[src/rtl/spwm_pkg.sv]
// ---------------------------------------------------------------------------
// spwm_pkg: shared constants of the servo pulse width mapper
// Register indexes, field widths and the reciprocal used to divide by one
// hundred.
// ---------------------------------------------------------------------------
package spwm_pkg;

  localparam int CFG_ADDR_W = 2;
  localparam int CFG_DATA_W = 15;

  localparam logic [CFG_ADDR_W-1:0] REG_ACT_LIMIT         = 2'd0;
  localparam logic [CFG_ADDR_W-1:0] REG_MAX_TRIM_PERCENT  = 2'd1;
  localparam logic [CFG_ADDR_W-1:0] REG_TRIM_PERCENT      = 2'd2;
  localparam logic [CFG_ADDR_W-1:0] REG_INVERSE_DIRECTION = 2'd3;

  localparam int LIM_W    = 15;
  localparam int MTP_W    = 7;
  localparam int TP_W     = 8;
  localparam int ACT_W    = 16;
  localparam int PW_OUT_W = 11;

  localparam int PCT = 100;

  // x / 100 == (x * RECIP_M) >> RECIP_SHIFT for every x below 2^17.
  localparam int                RECIP_W     = 18;
  localparam logic [RECIP_W-1:0] RECIP_M     = 18'd167773;
  localparam int                RECIP_SHIFT = 24;

endpackage

[src/rtl/servo_pulse_width_mapper_top.sv]
// ---------------------------------------------------------------------------
// servo_pulse_width_mapper_top: actuation accumulator and servo pulse mapper
// Accumulates signed actuation beats and maps the clamped, trimmed value to
// a servo pulse width with a bit-serial divider.
// ---------------------------------------------------------------------------
// Usage:
// An input beat carries add_value in in_tdata and mode in in_tuser. Mode 0
// adds add_value to the 16-bit accumulator, which wraps; mode 1 clears it.
// Every input beat gives exactly one output beat with pulse_width and the
// unclamped accumulator value.
// The user must write the four registers through cfg_we, cfg_addr and
// cfg_wdata while the block is idle; the block itself does not enforce
// this. A write takes effect with the next input beat. The numerator is
// NUM_W = 15 + clog2(2*HALF_SPAN+1) bits wide, 25 at the default
// parameters. States T1 to T4 form the trim through the reciprocal
// multiplier, MAP forms the numerator, and the restoring divider by the
// actuation limit takes one quotient bit per cycle. One beat is in work at
// a time, so a new beat is taken only after the previous one has finished.
// The output register holds a finished beat while the receiver stalls; the
// next input beat is still taken and worked on, and the block waits only
// when a second result is ready before the first has been taken.
// Reset clears the accumulator, restores the register defaults and drops
// out_tvalid.
// ---------------------------------------------------------------------------
module servo_pulse_width_mapper_top
  import spwm_pkg::*;
#(
  parameter int CENTER_WIDTH = 1500,
  parameter int HALF_SPAN    = 500
) (
  input  logic                  clk,
  input  logic                  rst_n,
  input  logic                  in_tvalid,
  output logic                  in_tready,
  input  logic [15:0]           in_tdata,   // [15:0] add_value
  input  logic [0:0]            in_tuser,   // [0] mode
  output logic                  out_tvalid,
  input  logic                  out_tready,
  output logic [31:0]           out_tdata,  // [10:0] pulse_width, [26:11] actuation
  input  logic                  cfg_we,
  input  logic [CFG_ADDR_W-1:0] cfg_addr,
  input  logic [CFG_DATA_W-1:0] cfg_wdata
);

  localparam int P1_W  = $clog2(HALF_SPAN * PCT + 1);
  localparam int TM_W  = $clog2(HALF_SPAN + 1);
  localparam int FAC_W = $clog2(2 * HALF_SPAN + 1);
  localparam int NUM_W = LIM_W + FAC_W;
  localparam int CNT_W = $clog2(NUM_W + 1);
  localparam int PW_W  = $clog2(CENTER_WIDTH + 2 * HALF_SPAN + 1) + 1;

  localparam logic signed [PW_W-1:0] CENTER_S = PW_W'(CENTER_WIDTH);
  localparam logic signed [PW_W-1:0] HS_S     = PW_W'(HALF_SPAN);
  localparam logic signed [PW_W-1:0] LO_S     = PW_W'(CENTER_WIDTH - HALF_SPAN);
  localparam logic signed [PW_W-1:0] HI_S     = PW_W'(CENTER_WIDTH + HALF_SPAN);

  typedef enum logic [7:0] {
    ST_IDLE = 8'b0000_0001,
    ST_T1   = 8'b0000_0010,
    ST_T2   = 8'b0000_0100,
    ST_T3   = 8'b0000_1000,
    ST_T4   = 8'b0001_0000,
    ST_MAP  = 8'b0010_0000,
    ST_DIV  = 8'b0100_0000,
    ST_FIN  = 8'b1000_0000
  } state_t;

  state_t state_r, state_nxt;

  logic [LIM_W-1:0]       cl_r;
  logic [MTP_W-1:0]       mtp_r;
  logic signed [TP_W-1:0] tp_r;
  logic                   inv_r;
  logic [ACT_W-1:0]       acc_r;

  logic [P1_W-1:0]        p_r;
  logic [TM_W-1:0]        tm_r;
  logic signed [TM_W:0]   trim_r;
  logic signed [LIM_W+1:0] a_r;
  logic signed [PW_W-1:0] base_r;
  logic [NUM_W-1:0]       dq_r;
  logic [LIM_W:0]         rem_r;
  logic [CNT_W-1:0]       cnt_r;

  logic                   out_valid_r;
  logic [PW_OUT_W-1:0]    out_pw_r;
  logic [ACT_W-1:0]       out_act_r;

  logic                   in_fire;
  logic                   out_free;
  logic [LIM_W-1:0]       lim_eff;
  logic [MTP_W-1:0]       mtp_eff;
  logic [TP_W-1:0]        tp_abs;
  logic [MTP_W-1:0]       tp_mag;
  logic [P1_W+RECIP_W-1:0] rprod;
  logic [TM_W+MTP_W-1:0]  prod3;
  logic [TM_W-1:0]        tm2;
  logic signed [LIM_W+1:0] lim_s;
  logic signed [LIM_W+1:0] a_ext;
  logic signed [LIM_W+1:0] a_cl;
  logic signed [LIM_W+1:0] a_sum;
  logic signed [PW_W-1:0] trim_w;
  logic signed [PW_W-1:0] fac_s;
  logic [LIM_W-1:0]       mul_op;
  logic [FAC_W-1:0]       fac_op;
  logic [NUM_W-1:0]       num;
  logic [LIM_W:0]         rem_sh;
  logic [LIM_W+1:0]       rem_diff;
  logic signed [PW_W-1:0] pw_sum;
  logic signed [PW_W-1:0] pw_cl;

  assign in_tready  = (state_r == ST_IDLE);
  assign in_fire    = in_tvalid && in_tready;
  assign out_free   = !out_valid_r || out_tready;
  assign out_tvalid = out_valid_r;
  assign out_tdata  = {5'b0, out_act_r, out_pw_r};

  assign lim_eff = (cl_r == '0) ? LIM_W'(1) : cl_r;
  assign mtp_eff = (int'(mtp_r) > PCT) ? MTP_W'(PCT) : mtp_r;
  assign tp_abs  = tp_r[TP_W-1] ? (TP_W'(0) - tp_r) : tp_r;
  assign tp_mag  = (int'(tp_abs) > PCT) ? MTP_W'(PCT) : tp_abs[MTP_W-1:0];

  assign rprod = {{RECIP_W{1'b0}}, p_r} * {{P1_W{1'b0}}, RECIP_M};
  assign tm2   = rprod[RECIP_SHIFT +: TM_W];
  assign prod3 = {{MTP_W{1'b0}}, tm_r} * {{TM_W{1'b0}}, tp_mag};

  assign lim_s = $signed({2'b00, lim_eff});
  assign a_ext = $signed({acc_r[ACT_W-1], acc_r});

  always_comb begin
    if (a_ext > lim_s) begin
      a_cl = lim_s;
    end else if (a_ext < -lim_s) begin
      a_cl = -lim_s;
    end else begin
      a_cl = a_ext;
    end
  end

  assign a_sum  = a_r + lim_s;
  assign trim_w = PW_W'(trim_r);
  assign fac_s  = a_r[LIM_W+1] ? (HS_S + trim_w) : (HS_S - trim_w);
  assign mul_op = a_r[LIM_W+1] ? a_sum[LIM_W-1:0] : a_r[LIM_W-1:0];
  assign fac_op = fac_s[FAC_W-1:0];
  assign num    = {{FAC_W{1'b0}}, mul_op} * {{LIM_W{1'b0}}, fac_op};

  assign rem_sh   = {rem_r[LIM_W-1:0], dq_r[NUM_W-1]};
  assign rem_diff = {1'b0, rem_sh} - {2'b00, lim_eff};

  assign pw_sum = base_r + PW_W'($signed({1'b0, dq_r[FAC_W-1:0]}));

  always_comb begin
    if (pw_sum < LO_S) begin
      pw_cl = LO_S;
    end else if (pw_sum > HI_S) begin
      pw_cl = HI_S;
    end else begin
      pw_cl = pw_sum;
    end
  end

  always_comb begin
    state_nxt = state_r;
    case (state_r)
      ST_IDLE: begin
        if (in_fire) begin
          state_nxt = ST_T1;
        end
      end
      ST_T1:  state_nxt = ST_T2;
      ST_T2:  state_nxt = ST_T3;
      ST_T3:  state_nxt = ST_T4;
      ST_T4:  state_nxt = ST_MAP;
      ST_MAP: state_nxt = ST_DIV;
      ST_DIV: begin
        if (cnt_r == '0) begin
          state_nxt = ST_FIN;
        end
      end
      ST_FIN: begin
        if (out_free) begin
          state_nxt = ST_IDLE;
        end
      end
      default: state_nxt = ST_IDLE;
    endcase
  end

  always_ff @(posedge clk) begin
    if (!rst_n) begin
      state_r     <= ST_IDLE;
      out_valid_r <= 1'b0;
      acc_r       <= '0;
      cl_r        <= LIM_W'(1);
      mtp_r       <= '0;
      tp_r        <= '0;
      inv_r       <= 1'b0;
    end else begin
      state_r <= state_nxt;

      if (cfg_we) begin
        case (cfg_addr)
          REG_ACT_LIMIT:         cl_r  <= cfg_wdata[LIM_W-1:0];
          REG_MAX_TRIM_PERCENT:  mtp_r <= cfg_wdata[MTP_W-1:0];
          REG_TRIM_PERCENT:      tp_r  <= $signed(cfg_wdata[TP_W-1:0]);
          REG_INVERSE_DIRECTION: inv_r <= cfg_wdata[0];
          default: ;
        endcase
      end

      if (in_fire) begin
        if (in_tuser[0]) begin
          acc_r <= '0;
        end else begin
          acc_r <= acc_r + in_tdata[ACT_W-1:0];
        end
      end

      if (state_r == ST_FIN && out_free) begin
        out_valid_r <= 1'b1;
      end else if (out_tready) begin
        out_valid_r <= 1'b0;
      end
    end
  end

  always_ff @(posedge clk) begin
    case (state_r)
      ST_T1: begin
        p_r <= P1_W'(HALF_SPAN * int'(mtp_eff));
        a_r <= inv_r ? -a_cl : a_cl;
      end
      ST_T2: begin
        tm_r <= tm2;
      end
      ST_T3: begin
        p_r <= P1_W'(prod3);
      end
      ST_T4: begin
        trim_r <= tp_r[TP_W-1] ? -$signed({1'b0, tm2}) : $signed({1'b0, tm2});
      end
      ST_MAP: begin
        dq_r   <= num;
        rem_r  <= '0;
        cnt_r  <= CNT_W'(NUM_W - 1);
        base_r <= a_r[LIM_W+1] ? LO_S : (CENTER_S + trim_w);
      end
      ST_DIV: begin
        if (!rem_diff[LIM_W+1]) begin
          rem_r <= rem_diff[LIM_W:0];
          dq_r  <= {dq_r[NUM_W-2:0], 1'b1};
        end else begin
          rem_r <= rem_sh;
          dq_r  <= {dq_r[NUM_W-2:0], 1'b0};
        end
        cnt_r <= cnt_r - CNT_W'(1);
      end
      ST_FIN: begin
        if (out_free) begin
          out_pw_r  <= PW_OUT_W'(pw_cl);
          out_act_r <= acc_r;
        end
      end
      default: ;
    endcase
  end

endmodule
[config.mk]
export PLATFORM = sky130hd
export DESIGN_NAME = servo_pulse_width_mapper_top
export DESIGN_NICKNAME = d
export VERILOG_FILES = /design/src/rtl/spwm_pkg.sv /design/src/rtl/servo_pulse_width_mapper_top.sv
export SDC_FILE = /design/constraint.sdc
export NUM_CORES = 1
export LEC_CHECK = 0
export BUFFER_PORTS_ARGS = -buffer_cell sky130_fd_sc_hd__clkbuf_2
export CORE_MARGIN = 2
export CORE_UTILIZATION = 65
export CTS_CLUSTER_DIAMETER = 30
export DETAILED_ROUTE_END_ITERATION = 8
export GPL_TIMING_DRIVEN = 1
export PLACE_DENSITY = 0.93
export SETUP_SLACK_MARGIN = 0.5
export SLEW_MARGIN = 40
export SYNTH_ARGS = -nofsm -noshare
export SYNTH_HDL_FRONTEND = slang
export SYNTH_SLANG_ARGS = --single-unit
[constraint.sdc]
create_clock -name clk -period 11.9 [get_ports clk]
set_clock_uncertainty 0.2 [all_clocks]
set_input_delay 2.38 -clock clk [delete_from_list [all_inputs] [get_ports clk]]
set_output_delay 2.38 -clock clk [all_outputs]
set_load 0.005 [all_outputs]
== Yosys cells after proc, flatten, opt, wreduce, memory -nomap -nowiden ==
Index checks and enable logic that the tools add are counted.

* Input bits: 39
* Flip-flop bits (word level): 193
* Word-level logic and storage cells: 96

* Multiplexer cells: 24
* $mul: 4
* Equality and inequality tests: 14
* $lt $le $gt $ge: 6
* Reduce and logical (&&, ||, !) cells: 17
* Add/subtract/negate cells: 12

{| class="wikitable"
|+ Operators with widths
! cell !! number
|-
| one-hot mux 8 bit (8 select lines) || 1
|-
| 2-to-1 mux 17 bit || 3
|-
| one-hot mux 25 bit (2 select lines) || 1
|-
| 2-to-1 mux 15 bit || 3
|-
| multiplier 16 x 18 -> 33 bit (second input constant) || 1
|-
| 2-to-1 mux 8 bit || 4
|-
| one-hot mux 16 bit (2 select lines) || 1
|-
| one-hot mux 15 bit (2 select lines) || 1
|-
| multiplier 15 x 10 -> 25 bit || 1
|-
| < comparator 16 x 17 -> 1 bit || 1
|-
| negation 15 -> 17 bit || 1
|-
| negation 17 bit || 1
|-
| subtractor 16 x 15 -> 17 bit || 1
|-
| adder 16 bit || 1
|-
| greater-than comparator 16 bit || 1
|-
| multiplier 9 x 7 -> 16 bit || 1
|-
| 2-to-1 mux 16 bit || 1
|-
| adder 15 bit || 1
|-
| logical NOT 15 bit || 1
|-
| multiplier 7 x 7 -> 14 bit (first input constant) || 1
|-
| 2-to-1 mux 7 bit || 2
|-
| adder 12 x 10 -> 13 bit (first input constant) || 1
|-
| adder 13 x 11 -> 13 bit || 1
|-
| greater-than comparator 13 x 12 -> 1 bit (second input constant) || 1
|-
| 34 further kinds || 45
|}

== Logic depth before layout (Yosys ltp) ==
* Depth in word-level cells: 8
* Mapped depth: 35
* Gate-level depth less buffers: 34

== Least setup slack after synthesis ==
No wires, ideal clock.

* Path kind: reg2reg
* Start point: reg cl_r[2]
* End point: reg dq_r[24] (data pin)
* Path slack: 4034 ps
* Buffers on the path: 1
* Stages on the path, launching flop included: 32
* Data arrival time: 7396 ps
* Library setup time: 270 ps
* Clock period less this slack: 7866 ps
* Cell sequence: dfxtp_1 -> buf_2 -> or4_4 -> nor3_1 -> a21o_1 -> ha_1 -> fa_1 -> a21oi_1 -> o21bai_1 -> a21oi_1 -> o21ai_0 -> a211oi_1 -> o31ai_1 -> xnor2_1 -> nand2_1 -> xor2_1 -> nand2b_1 -> fa_1 -> inv_1 -> fa_1 -> fa_1 -> fa_1 -> ha_1 -> ha_1 -> and3_1 -> nand3_1 -> or4_1 -> nand2_1 -> o41a_1 -> a31oi_1 -> xnor2_1 -> a21oi_1

* Longest elaborated chain between the ends: 6

{| class="wikitable"
|+ RTL lines
! what !! RTL line !! RTL
|-
| start: declaration || servo_pulse_width_mapper_top.sv:70 || <nowiki>logic [LIM_W-1:0] cl_r;</nowiki>
|-
| start signal: assignment || servo_pulse_width_mapper_top.sv:203 || <nowiki>REG_ACT_LIMIT: cl_r <= cfg_wdata[LIM_W-1:0];</nowiki>
|-
| logical NOT 15 bit || servo_pulse_width_mapper_top.sv:118 || <nowiki>assign lim_eff = (cl_r == '0) ? LIM_W'(1) : cl_r;</nowiki>
|-
| 2-to-1 mux 15 bit * || servo_pulse_width_mapper_top.sv:118 ||
|-
| adder 15 bit * || servo_pulse_width_mapper_top.sv:140 || <nowiki>assign a_sum = a_r + lim_s;</nowiki>
|-
| 2-to-1 mux 15 bit * || servo_pulse_width_mapper_top.sv:143 || <nowiki>assign mul_op = a_r[LIM_W+1] ? a_sum[LIM_W-1:0] : a_r[LIM_W-1:0];</nowiki>
|-
| multiplier 15 x 10 -> 25 bit * || servo_pulse_width_mapper_top.sv:145 || <nowiki>assign num = {{FAC_W{1'b0}}, mul_op} * {{LIM_W{1'b0}}, fac_op};</nowiki>
|-
| one-hot mux 25 bit (2 select lines) * || servo_pulse_width_mapper_top.sv:228 || <nowiki>case (state_r)</nowiki>
|-
| end signal: assignment || servo_pulse_width_mapper_top.sv:243 || <nowiki>dq_r <= num;</nowiki>
|-
| end signal: assignment || servo_pulse_width_mapper_top.sv:251 || <nowiki>dq_r <= {dq_r[NUM_W-2:0], 1'b1};</nowiki>
|-
| end signal: assignment || servo_pulse_width_mapper_top.sv:254 || <nowiki>dq_r <= {dq_r[NUM_W-2:0], 1'b0};</nowiki>
|-
| end: declaration || servo_pulse_width_mapper_top.sv:81 || <nowiki>logic [NUM_W-1:0] dq_r;</nowiki>
|}

Mark *: on every way between the ends. The rest lies on a longest branch, timed or not.
A chain may end at the register's enable or synchronous reset.

== Worst setup path after layout ==
* Start point: reg cl_r[1]
* End point: reg dq_r[24] (data pin)

Same word-level chain as after synthesis.

==> out/results.tsv <==
metric	value	unit
hold_violations	0	
violations	DRC	
synth_seq_cells	190	
cts_tree	built	
drt_first_pass_iters	8	
synth-edff-count	134	
cts_buffer_depth	2	
rows	71	
p_comb_share	63.0	%
p_per_area	148	nW/um^2
rsz0062_at_grt	no	
finalSetupTns	0	ns
ys_seq_area_share	20.8	%
finalSetupViolations	0	
cp-end-kind	register	
htreeDepth	4	
grt_max_degree	54	
hold_path_depth	2	
cts_buffers	17	
fp.dieW	199	um
coreArea	37600	sq um
avgSynthCellArea	9.35	sq um
drive_gt1_share	6.71	%
root_buffer	clkbuf_16	
ioPinCount	73	
switching_power	1.74	mW
swShare	44.7	%
synth_area	24700	sq um
chipHeight	199	um
fmax	110	MHz
ys.flop_type	edfxtp_1	
antenna_found_initial	0	
holdBufCountCts	0	
track_usage	31.1	%
cap_violations	0	
hold_slack	0.319	ns
postRouteAntennaNets	0	
cts.clk_slew.worst_paths	0.08	ns
finalCritPeriodShare	76.4	%
cp-start-kind	register	
power_frac_seq	21.4	%
crit_buf_inv	1	
hpwlAfterDp	47500	um
place_area	25500	sq um
wl_per_cell	18.5	um
intPower	2.15	mW
dieArea	39600	sq um
peakVddDrop	0.156	mV
final_common_cell	inv_1	
cp.required	11.88	ns
hold_path_class	reg2reg	
r2r_cells	30	
drtIter0Drc	1637	
power	3.89	mW
path_class	reg2reg	
slew_violations	0	
n_antenna_cell	0	
final_area	26200	sq um
crit_cells	30	
synth_cell_type_count	89	
mostFrequentLayoutCells	inv_1, ha_1, fa_1, nor2_1, nand2_1	
clk_latency	0.46	ns
worstPathMaxFanout	10	
grt_overflow	0	
avgViaCountPerCell	6.05	
fin_crit	9.10	ns
dp.cells	3160	
ys_warn_count	0	
critical_path.top_delay_family	adder cells	
worstMarginPinSlew	0.804	ns
finalNetCount	3320	
remaining_drc_errors	2	
stdcell_count	3192	
synthCells	2647	
path_common_cell	fa_1	
cts_setup_buffers	0	
slew_headroom	46.3	%
async_flop_share	0	%
status	finished with violations	
grt_pass1_wl	98000	um
io_buffers	67	
clockPowerShare	15.7	%
wl	59000	um
leakage	12.6	nW
cts_resized	0	
cts_sinks	190	
vias	19300	
start_util	65.8	%
cp_slowest_stage_delay	0.63	ns
critPathSlowestCell	xor2_1	
syn2layout_area_growth	5.81	%
grt_pass1_vias	20100	
crit_arrival	9.08	ns
gp_congestion	0.973	
[flip-flops by register name, indices dropped and copies added (netlist names)]
name and flops:
p_r 16, dq_r 25, base_r 11, cnt_r 5, trim_r 10, cl_r 15
a_r 16, out_pw_r 11, inv_r 1, state_r 8, tm_r 9, tp_r 8
mtp_r 7, rem_r 15, out_tvalid 1, out_act_r 16, acc_r 16
[power by group through the flow]
stage	clock [mW]	combinational, mW	sequential (mW)
final	0.608	2.45	0.830
after global routing	0.632	2.75	0.832
after CTS	0.606	2.42	0.829
after detailed placement	0	2.36	0.844
after global placement	0	2.24	0.842
after floorplan	0	1.84	0.832
[final cells by class]
cell class	count	area (sq um)
Timing Repair Buffer	84	463
Clock inverter	11	118
Sequential cell	190	5140
Multi-Input combinational cell	1990	17900
Inverter	385	1450
Clock buffer	21	493
Tap cell	511	639
Fill cell	2689	11400
[routing by layer]
layer,part of all wire (%),GRT usage (%),up-vias
li1,-,-,8930
met1,40,39.3,9357
met2,49,53.8,820
met3,7.2,4.91,195
met4,3.9,12.2,0
met5,0,0,-
[final timing paths]
kind,from,endpoint,slack (ns)
worst max-delay path,cl_r[1],dq_r[24],2.80
worst min-delay path,mtp_r[1],mtp_r[1],0.32
worst max register to register,cl_r[1],dq_r[24],2.80
worst min register to register,mtp_r[1],mtp_r[1],0.32
[cell usage after synthesis, types with 6 or more instances]
| master | number | area (sq um) |
|---|---|---|
| xnor2_1 | 96 | 841 |
| a211oi_1 | 10 | 75.1 |
| dfxtp_1 | 56 | 1120 |
| o21bai_1 | 22 | 165 |
| o21ai_0 | 87 | 435 |
| nor3b_1 | 10 | 75.1 |
| a21o_1 | 38 | 285 |
| clkbuf_1 | 69 | 259 |
| inv_1 | 385 | 1450 |
| o31ai_1 | 8 | 60.1 |
| and3_1 | 25 | 156 |
| a31oi_1 | 14 | 87.6 |
| nor2b_1 | 28 | 175 |
| a21oi_1 | 146 | 731 |
| or2_2 | 12 | 75.1 |
| ha_1 | 358 | 4480 |
| xor2_1 | 48 | 420 |
| and2_1 | 21 | 131 |
| a41oi_1 | 6 | 52.6 |
| nand2_1 | 222 | 833 |
| mux2_2 | 9 | 101 |
| a22oi_1 | 6 | 45.0 |
| nor3_1 | 37 | 185 |
| nor4_1 | 14 | 87.6 |
| or3_1 | 15 | 93.8 |
| fa_1 | 255 | 5100 |
| o21a_1 | 11 | 82.6 |
| nand3_1 | 38 | 190 |
| a21boi_0 | 10 | 75.1 |
| nand2b_1 | 41 | 257 |
| o211ai_1 | 7 | 52.6 |
| nand4_1 | 10 | 62.6 |
| buf_2 | 8 | 40.0 |
| edfxtp_1 | 134 | 4020 |
| mux2i_1 | 48 | 480 |
| nor2_1 | 232 | 871 |
[tightest hold or removal path: stages, from the launching register on]
cell and delay [ns]:
dfxtp_1 0.34, mux2i_1 0.07, nor2_1 0.07
[metrics by stage]
stage,utilization (%),setup WS [ns]
2_1_floorplan,-,4.03
3_3_place_gp,67.9,3.28
3_5_place_dp,68.0,2.98
4_1_cts,69.6,2.89
5_1_grt,69.7,2.19
6_report,69.7,2.80
[logic make-up (layout without fill, tap and decap cells)]
kind of cell,Yosys count,in the layout,share of synthesized area (%)
compound gates,432,432,11.3
flops,190,190,20.8
buf+inv,472,501,7.31
fa+ha+maj,613,613,38.7
mux,58,58,2.41
simple gates,735,735,14.1
other cells,1,6,0.0152
xor+xnor,146,146,5.32
(Power assumes the default switching activity.)
